[src/hdl/cwcc_pkg.sv]
// ----------------------------------------------------------------------------
// Cyclic window cover count package
// Shared constants, controller state type, command and status structs,
// and the Hamming distance helper.
// ----------------------------------------------------------------------------
package cwcc_pkg;

    localparam int WORD_BITS    = 12;
    localparam int COVER_RADIUS = 3;
    localparam int MAX_SEQ_LEN  = 35;

    localparam int CFG_W       = 6;
    localparam int S_TDATA_W   = ((MAX_SEQ_LEN + 7) / 8) * 8;
    localparam int CNT_W       = WORD_BITS + 1;
    localparam int M_TDATA_W   = ((CNT_W + 7) / 8) * 8;
    localparam int LEN_W       = $clog2(MAX_SEQ_LEN + 1);
    localparam int PTR_W       = $clog2(MAX_SEQ_LEN);
    localparam int EXT_LEN     = MAX_SEQ_LEN + WORD_BITS - 1;
    localparam int FILL_CYCLES = EXT_LEN;
    localparam int FILL_W      = $clog2(FILL_CYCLES);
    localparam int DIST_W      = $clog2(WORD_BITS + 1);
    localparam int NUM_WORDS   = 1 << WORD_BITS;

    localparam logic [CFG_W-1:0] SEQ_LENGTH_RESET = CFG_W'(24);

    typedef enum logic [1:0] {
        ST_IDLE,
        ST_FILL,
        ST_SCAN,
        ST_EMIT
    } state_t;

    typedef struct packed {
        logic capture;
        logic fill;
        logic scan;
        logic emit;
    } cmd_t;

    typedef struct packed {
        logic fill_last;
        logic scan_last;
        logic out_free;
    } status_t;

    function automatic logic [DIST_W-1:0] hamming(input logic [WORD_BITS-1:0] a,
                                                  input logic [WORD_BITS-1:0] b);
        logic [WORD_BITS-1:0] diff;
        logic [DIST_W-1:0]    sum;
        diff = a ^ b;
        sum  = '0;
        for (int i = 0; i < WORD_BITS; i++) begin
            sum = sum + DIST_W'(diff[i]);
        end
        return sum;
    endfunction

endpackage

[src/hdl/cwcc_ctrl.sv]
// ----------------------------------------------------------------------------
// Cyclic window cover count controller
// Sequences capture, window buffer fill, word scan and result hand-off.
// ----------------------------------------------------------------------------
module cwcc_ctrl
    import cwcc_pkg::*;
(
    input  logic    aclk,
    input  logic    aresetn,
    input  logic    s_tvalid,
    output logic    s_tready,
    input  status_t status,
    output cmd_t    cmd
);

    state_t state_reg;
    state_t state_next;

    always_ff @(posedge aclk) begin
        if (!aresetn) begin
            state_reg <= ST_IDLE;
        end else begin
            state_reg <= state_next;
        end
    end

    always_comb begin
        state_next = state_reg;
        case (state_reg)
            ST_IDLE: begin
                if (s_tvalid) begin
                    state_next = ST_FILL;
                end
            end
            ST_FILL: begin
                if (status.fill_last) begin
                    state_next = ST_SCAN;
                end
            end
            ST_SCAN: begin
                if (status.scan_last) begin
                    state_next = ST_EMIT;
                end
            end
            ST_EMIT: begin
                if (status.out_free) begin
                    state_next = ST_IDLE;
                end
            end
            default: begin
                state_next = ST_IDLE;
            end
        endcase
    end

    always_comb begin
        s_tready    = 1'b0;
        cmd.capture = 1'b0;
        cmd.fill    = 1'b0;
        cmd.scan    = 1'b0;
        cmd.emit    = 1'b0;
        case (state_reg)
            ST_IDLE: begin
                s_tready    = 1'b1;
                cmd.capture = s_tvalid;
            end
            ST_FILL: begin
                cmd.fill = 1'b1;
            end
            ST_SCAN: begin
                cmd.scan = 1'b1;
            end
            ST_EMIT: begin
                cmd.emit = status.out_free;
            end
            default: begin
                s_tready = 1'b0;
            end
        endcase
    end

endmodule

[src/hdl/cwcc_datapath.sv]
// ----------------------------------------------------------------------------
// Cyclic window cover count datapath
// Holds the length register, builds the unrolled cyclic sequence, checks one
// word per cycle against all windows and keeps the result register.
// ----------------------------------------------------------------------------
module cwcc_datapath
    import cwcc_pkg::*;
(
    input  logic                 aclk,
    input  logic                 aresetn,
    input  logic                 cfg_valid,
    input  logic [CFG_W-1:0]     cfg_data,
    input  logic [MAX_SEQ_LEN-1:0] seq_bits,
    input  cmd_t                 cmd,
    output status_t              status,
    input  logic                 m_tready,
    output logic                 m_tvalid,
    output logic [CNT_W-1:0]     uncovered_words
);

    logic [CFG_W-1:0]       seq_length_reg;
    logic [MAX_SEQ_LEN-1:0] bits_reg;
    logic [LEN_W-1:0]       len_reg;
    logic [LEN_W-1:0]       len_sat;
    logic [PTR_W-1:0]       ptr_reg;
    logic [LEN_W:0]         ptr_inc;
    logic [FILL_W-1:0]      fill_cnt_reg;
    logic [EXT_LEN-1:0]     ext_reg;
    logic [WORD_BITS-1:0]   word_reg;
    logic [CNT_W-1:0]       count_reg;
    logic                   out_valid_reg;
    logic [CNT_W-1:0]       out_data_reg;
    logic [MAX_SEQ_LEN-1:0] hit;
    logic                   uncovered;

    assign len_sat = (seq_length_reg > CFG_W'(MAX_SEQ_LEN)) ? LEN_W'(MAX_SEQ_LEN)
                                                            : LEN_W'(seq_length_reg);
    assign ptr_inc = (LEN_W + 1)'(ptr_reg) + 1'b1;

    always_ff @(posedge aclk) begin
        if (!aresetn) begin
            seq_length_reg <= SEQ_LENGTH_RESET;
        end else if (cfg_valid) begin
            seq_length_reg <= cfg_data;
        end
    end

    always_ff @(posedge aclk) begin
        if (!aresetn) begin
            len_reg      <= '0;
            ptr_reg      <= '0;
            fill_cnt_reg <= '0;
            word_reg     <= '0;
            count_reg    <= '0;
        end else if (cmd.capture) begin
            len_reg      <= len_sat;
            ptr_reg      <= '0;
            fill_cnt_reg <= '0;
            word_reg     <= '0;
            count_reg    <= '0;
        end else if (cmd.fill) begin
            fill_cnt_reg <= fill_cnt_reg + 1'b1;
            if (ptr_inc >= (LEN_W + 1)'(len_reg)) begin
                ptr_reg <= '0;
            end else begin
                ptr_reg <= ptr_inc[PTR_W-1:0];
            end
        end else if (cmd.scan) begin
            word_reg  <= word_reg + 1'b1;
            count_reg <= count_reg + CNT_W'(uncovered);
        end
    end

    always_ff @(posedge aclk) begin
        if (cmd.capture) begin
            bits_reg <= seq_bits;
        end
        if (cmd.fill) begin
            ext_reg <= {bits_reg[ptr_reg], ext_reg[EXT_LEN-1:1]};
        end
    end

    always_comb begin
        logic [WORD_BITS-1:0] win;
        for (int s = 0; s < MAX_SEQ_LEN; s++) begin
            for (int k = 0; k < WORD_BITS; k++) begin
                win[WORD_BITS-1-k] = ext_reg[s+k];
            end
            hit[s] = (LEN_W'(s) < len_reg)
                     && (hamming(word_reg, win) <= DIST_W'(COVER_RADIUS));
        end
    end

    assign uncovered = ~|hit;

    always_ff @(posedge aclk) begin
        if (!aresetn) begin
            out_valid_reg <= 1'b0;
        end else if (cmd.emit) begin
            out_valid_reg <= 1'b1;
        end else if (m_tready) begin
            out_valid_reg <= 1'b0;
        end
    end

    always_ff @(posedge aclk) begin
        if (cmd.emit) begin
            out_data_reg <= count_reg;
        end
    end

    assign status.fill_last = (fill_cnt_reg == FILL_W'(FILL_CYCLES - 1));
    assign status.scan_last = (word_reg == {WORD_BITS{1'b1}});
    assign status.out_free  = !out_valid_reg || m_tready;

    assign m_tvalid        = out_valid_reg;
    assign uncovered_words = out_data_reg;

`ifndef SYNTH
    a_emit_slot_free: assert property (@(posedge aclk) disable iff (!aresetn)
        cmd.emit |-> (!out_valid_reg || m_tready))
        else $error("Result loaded while the previous one is still held.");

    a_count_bound: assert property (@(posedge aclk) disable iff (!aresetn)
        count_reg <= CNT_W'(NUM_WORDS))
        else $error("Uncovered word count beyond the word space.");

    a_ptr_in_range: assert property (@(posedge aclk) disable iff (!aresetn)
        (len_reg == '0) || ((LEN_W + 1)'(ptr_reg) < (LEN_W + 1)'(len_reg)))
        else $error("Sequence pointer beyond the captured length.");

    a_len_saturated: assert property (@(posedge aclk) disable iff (!aresetn)
        len_reg <= LEN_W'(MAX_SEQ_LEN))
        else $error("Captured length not saturated.");
`endif

endmodule

[src/hdl/cyclic_window_cover_count.sv]
// ----------------------------------------------------------------------------
// Cyclic window cover count
// Counts the words at Hamming distance above the cover radius from every
// cyclic window of a configured binary sequence.
// ----------------------------------------------------------------------------
// The sequence arrives on the s_ stream channel, one transfer per sequence,
// and the count leaves on the m_ stream channel, one transfer per sequence.
// The cfg_ channel writes the sequence length; it is always ready and may be
// written only while the block is idle. Lengths above the maximum saturate.
// After a transfer is accepted, the block unrolls the cyclic sequence into
// a window buffer through a shift line, then checks one word per cycle
// against all windows at once. The count is then loaded into the output
// register once that register is free; a new sequence can be accepted the
// cycle after that. The block takes no new sequence until the count of the
// last one is loaded into the output register.
// If the receiver stalls, the result waits in the output register while the
// next sequence is taken and processed; only that sequence's result waits
// for the register to free up. Reset empties the output register, returns
// the controller to idle and sets the length to 24.
// ----------------------------------------------------------------------------
module cyclic_window_cover_count
    import cwcc_pkg::*;
(
    input  logic                 aclk,
    input  logic                 aresetn,
    input  logic                 cfg_valid,
    output logic                 cfg_ready,
    input  logic [CFG_W-1:0]     cfg_data,      // seq_length
    input  logic                 s_tvalid,
    output logic                 s_tready,
    input  logic [S_TDATA_W-1:0] s_tdata,       // seq_bits, then zero padding
    output logic                 m_tvalid,
    input  logic                 m_tready,
    output logic [M_TDATA_W-1:0] m_tdata        // uncovered_words, then zero padding
);

    cmd_t             cmd;
    status_t          status;
    logic [CNT_W-1:0] uncovered_words;

    assign cfg_ready = 1'b1;
    assign m_tdata   = M_TDATA_W'(uncovered_words);

    cwcc_ctrl u_ctrl (
        .aclk     (aclk),
        .aresetn  (aresetn),
        .s_tvalid (s_tvalid),
        .s_tready (s_tready),
        .status   (status),
        .cmd      (cmd)
    );

    cwcc_datapath u_datapath (
        .aclk            (aclk),
        .aresetn         (aresetn),
        .cfg_valid       (cfg_valid),
        .cfg_data        (cfg_data),
        .seq_bits        (s_tdata[MAX_SEQ_LEN-1:0]),
        .cmd             (cmd),
        .status          (status),
        .m_tready        (m_tready),
        .m_tvalid        (m_tvalid),
        .uncovered_words (uncovered_words)
    );

endmodule
[config.mk]
export PLATFORM = sky130hd
export DESIGN_NAME = cyclic_window_cover_count
export DESIGN_NICKNAME = d
export VERILOG_FILES = /design/src/hdl/cwcc_pkg.sv /design/src/hdl/cwcc_ctrl.sv /design/src/hdl/cwcc_datapath.sv /design/src/hdl/cyclic_window_cover_count.sv
export SDC_FILE = /design/constraint.sdc
export NUM_CORES = 1
export LEC_CHECK = 0
export BUFFER_PORTS_ARGS = -buffer_cell sky130_fd_sc_hd__buf_2
export CORE_MARGIN = 2
export CORE_UTILIZATION = 52
export CTS_CLUSTER_SIZE = 8
export DETAILED_ROUTE_END_ITERATION = 6
export PLACE_DENSITY_LB_ADDON = 0.15
export SYNTH_ARGS = -nofsm -noshare
export SYNTH_HDL_FRONTEND = slang
export SYNTH_HIERARCHICAL = 1
export SYNTH_SLANG_ARGS = --single-unit
[constraint.sdc]
create_clock -name aclk -period 18.9 [get_ports aclk]
set_clock_uncertainty 0.2 [all_clocks]
set_input_delay 0.945 -clock aclk [delete_from_list [all_inputs] [get_ports aclk]]
set_output_delay 0.945 -clock aclk [all_outputs]
set_load 0.02 [all_outputs]
==> impl_metrics.py <==
metrics = {
    "cells_and_area": {
        "area_growth_pct": 6.78,
        "largest_reg_flops": 46,
        "antennaDiodeCount": 0,
        "final_nets": 1932,
        "multiInputGateArea_um2": 11800,
        "seq_area_um2": 3880,
        "fill_cells": 2738,
        "drive_gt1_frac": 0.102,
    },
    "global_routing": {
        "antenna_found_initial": 0,
        "grt_use_total": 0.253,
        "gr-total-overflow": 0,
        "grt_max_degree": 58,
        "grt_pass1_vias": 11600,
        "grt_pass1_wl_um": 64900,
    },
    "sta": {
        "slew_viol_final": 0,
        "setup_viol_count_final": 0,
        "final_hold_viol_count": 0,
        "period_share": 0.383,
        "whs_ps": 261,
        "setup_tns_ps": 0,
        "rsz0062_at_grt": "no",
        "finalWorstPathRequiredPeriod_ps": 7230,
        "max_freq_ghz": 0.138,
        "worstMarginPinSlew_ps": 997,
        "slew_headroom": 0.336,
    },
    "setup_path": {
        "rrSetupSlack_ps": 11670,
        "endpoint": "u_datapath/count_reg[12]$_SDFFE_PP0P_",
        "reg2reg_to": "u_datapath/count_reg[12]$_SDFFE_PP0P_",
        "critPathMaxFanout": 29,
        "cp-end-kind": "flop",
        "cpPeakStageDelay_ps": 600,
        "start_kind": "flop",
        "arrival_ps": 7400,
        "crit_required_ps": 19070,
        "cp-startpoint": "u_datapath/word_reg[0]$_SDFFE_PP0P_",
        "critical-path-slowest-cell": "a2111oi_2",
        "critPathKind": "flop to flop",
        "path_cells": "buf_4 -> xnor2_1 -> fa_1 -> inv_1 -> fa_1 -> inv_1 -> fa_1 -> fa_1 -> inv_1 -> ha_1 -> inv_1 -> o311a_1 -> or4_1 -> or4_1 -> a2111oi_2 -> ha_1 -> ha_1 -> nand4_1 -> or3_1 -> a21oi_1",
        "r2r-start": "u_datapath/word_reg[0]$_SDFFE_PP0P_",
        "r2r.worst_path.cells": 20,
    },
    "detailed_routing": {
        "top_layer_used": "met4",
        "met1_length_um": 18200,
        "met3_length_um": 1730,
        "wl_met2_um": 19300,
        "wl_per_cell_um": 20.3,
        "dr_total_vias": 10700,
        "ant_nets": 0,
        "first_pass_iters": 5,
        "drt-total-wl_um": 39900,
        "initialDrtViolationCount": 645,
        "avgViaCountPerCell": 5.47,
        "remaining_drc_errors": 0,
    },
    "placed_design": {
        "port_buffers": 60,
        "hpwl_um": 26000,
        "place_congestion": 0.857,
    },
    "floorplan": {
        "io-pin-count": 70,
        "die_x_um": 184,
        "core_um2": 31700,
        "start_util": 0.531,
        "die-area_um2": 33800,
        "die_h_um": 184,
        "rows": 65,
    },
    "clock_tree": {
        "ctsLongestPathBuffers": 2,
        "numCtsBuffers": 17,
        "cts_tree": "built",
        "htreeDepth": 4,
        "root_buffer": "clkbuf_16",
        "clk_latency_ps": 440,
        "clock_sinks": 146,
        "postCtsResizedCells": 0,
        "cts_hold_buf": 0,
        "post_cts_buffers": 0,
        "path_clk_slew_ps": 70,
    },
    "worst_hold_path": {
        "worstHoldStart": "u_datapath/count_reg[12]$_SDFFE_PP0P_",
        "hold_path.class": "flop to flop",
        "holdPathStages": 0,
    },
    "synthesis": {
        "synth_edf_count": 94,
        "synthDistinctLibCells": 66,
        "yosys_warnings": 6,
        "synth_area_um2": 16800,
        "synth_flop_cell": "edfxtp_1",
        "ys_seq_area_frac": 0.229,
        "async_flop_share": 0,
        "syn_area_per_cell_um2": 10.8,
        "ys_ff_latch": 146,
        "synth_cells": 1553,
    },
    "flow_run": {
        "maxCapViolations": 0,
    },
    "outcome": {
        "status": "finished clean",
    },
}
==> through the flow <==
stage | area (um2) | std cells | setup WS, ps | utilization
after CTS | 18000 | 1965 | 11680 | 0.567
after detailed placement | 17400 | 1933 | 11710 | 0.548
after global placement | 17400 | 1933 | 11740 | 0.548
after global routing | 18000 | 1965 | 11400 | 0.567
after floorplan | 16800 | 1555 | 12500 | -
final | 18000 | 1965 | 11670 | 0.567
==> area by class of cell <==
class,count,area share
clock buffers,18,0.0244
clock inverters,14,0.00807
inverters,204,0.0426
multi-input cells,1095,0.654
flip-flops and latches,146,0.216
well taps,402,0.0280
repair buffers,86,0.0276
==> logic make-up after synthesis <==
group           count (synthesis)  share of synthesized area
xor+xnor                      445                      0.231
fa+ha+maj                     331                      0.340
simple gates                  214                     0.0710
compound gates                 77                     0.0331
buf+inv                       314                     0.0732
mux                            24                     0.0217
other cells                     2                   0.000446
flops                         146                      0.229
==> layer usage <==
| layer | global-route usage | vias up |
|---|---|---|
| met5 | 0 | - |
| met4 | 0.0640 | 0 |
| met3 | 0.0305 | 50 |
| met2 | 0.424 | 264 |
| met1 | 0.352 | 5522 |
| li1 | - | 4909 |
==> cell usage after synthesis, drive strengths merged, types with 2 or more instances <==
master / instances / area, um2
nand3b: 18 / 135
nand2b: 11 / 76.3
nor2: 36 / 135
nor3: 20 / 105
o311ai: 3 / 33.8
a21o: 2 / 15.0
nor4: 17 / 106
xnor2: 261 / 2290
conb: 2 / 7.51
a22oi: 3 / 22.5
mux2i: 14 / 140
a21oi: 10 / 50.1
a211oi: 2 / 15.0
o31ai: 3 / 22.5
o211ai: 5 / 37.5
mux4: 10 / 225
buf: 69 / 312
a32o: 5 / 50.1
xor2: 184 / 1610
nand4: 11 / 75.1
clkbuf: 41 / 155
o221ai: 2 / 17.5
nand2: 32 / 120
and2: 6 / 37.5
edfxtp: 94 / 2820
nand3: 21 / 105
o2111ai: 2 / 35.0
inv: 203 / 762
or3: 6 / 37.5
dfxtp: 52 / 1040
a2111oi: 2 / 23.8
or4: 8 / 63.8
and3: 6 / 38.8
a31oi: 3 / 18.8
o21ai: 25 / 125
o221a: 2 / 22.5
nor2b: 9 / 56.3
ha: 121 / 1510
fa: 210 / 4200
nor3b: 11 / 87.6
==> worst min path at each step <==
stage | end | slack, ps
2_1_floorplan | u_datapath/uncovered_words[12]$_DFFE_PP_ | 220
3_3_place_gp | u_datapath/uncovered_words[12]$_DFFE_PP_ | 230
3_5_place_dp | u_datapath/uncovered_words[12]$_DFFE_PP_ | 240
4_1_cts | u_datapath/uncovered_words[12]$_DFFE_PP_ | 260
5_1_grt | u_datapath/uncovered_words[12]$_DFFE_PP_ | 290
6_report | u_datapath/uncovered_words[12]$_DFFE_PP_ | 260
==> cell usage in the layout, fill, tap and decap left out, types with 10 or more instances in the layout <==
cell / instances
edfxtp_1: 94
nand4_1: 10
nand3_1: 21
xor2_1: 184
fa_1: 210
nor3_1: 19
a21oi_1: 10
nand3b_1: 18
dfxtp_2: 12
inv_1: 199
buf_2: 60
nor2_1: 36
o21ai_0: 21
mux4_2: 10
mux2i_1: 14
buf_4: 26
ha_1: 120
nor3b_1: 10
dfxtp_1: 40
nor4_1: 17
xnor2_1: 261
nand2_1: 32
clkbuf_16: 17
==> worst max-delay path, delay by kind of cell (launching register included) <==
kind            cells  cell delay, ps
compound gates      3            1060
xor+xnor            1             200
flops               1             580
simple gates        4            1680
fa+ha+maj           7            2630
buf+inv             5             800
Power is not shown: default switching activity piles up to over one toggle a cycle in this logic, so the estimate is an artifact.
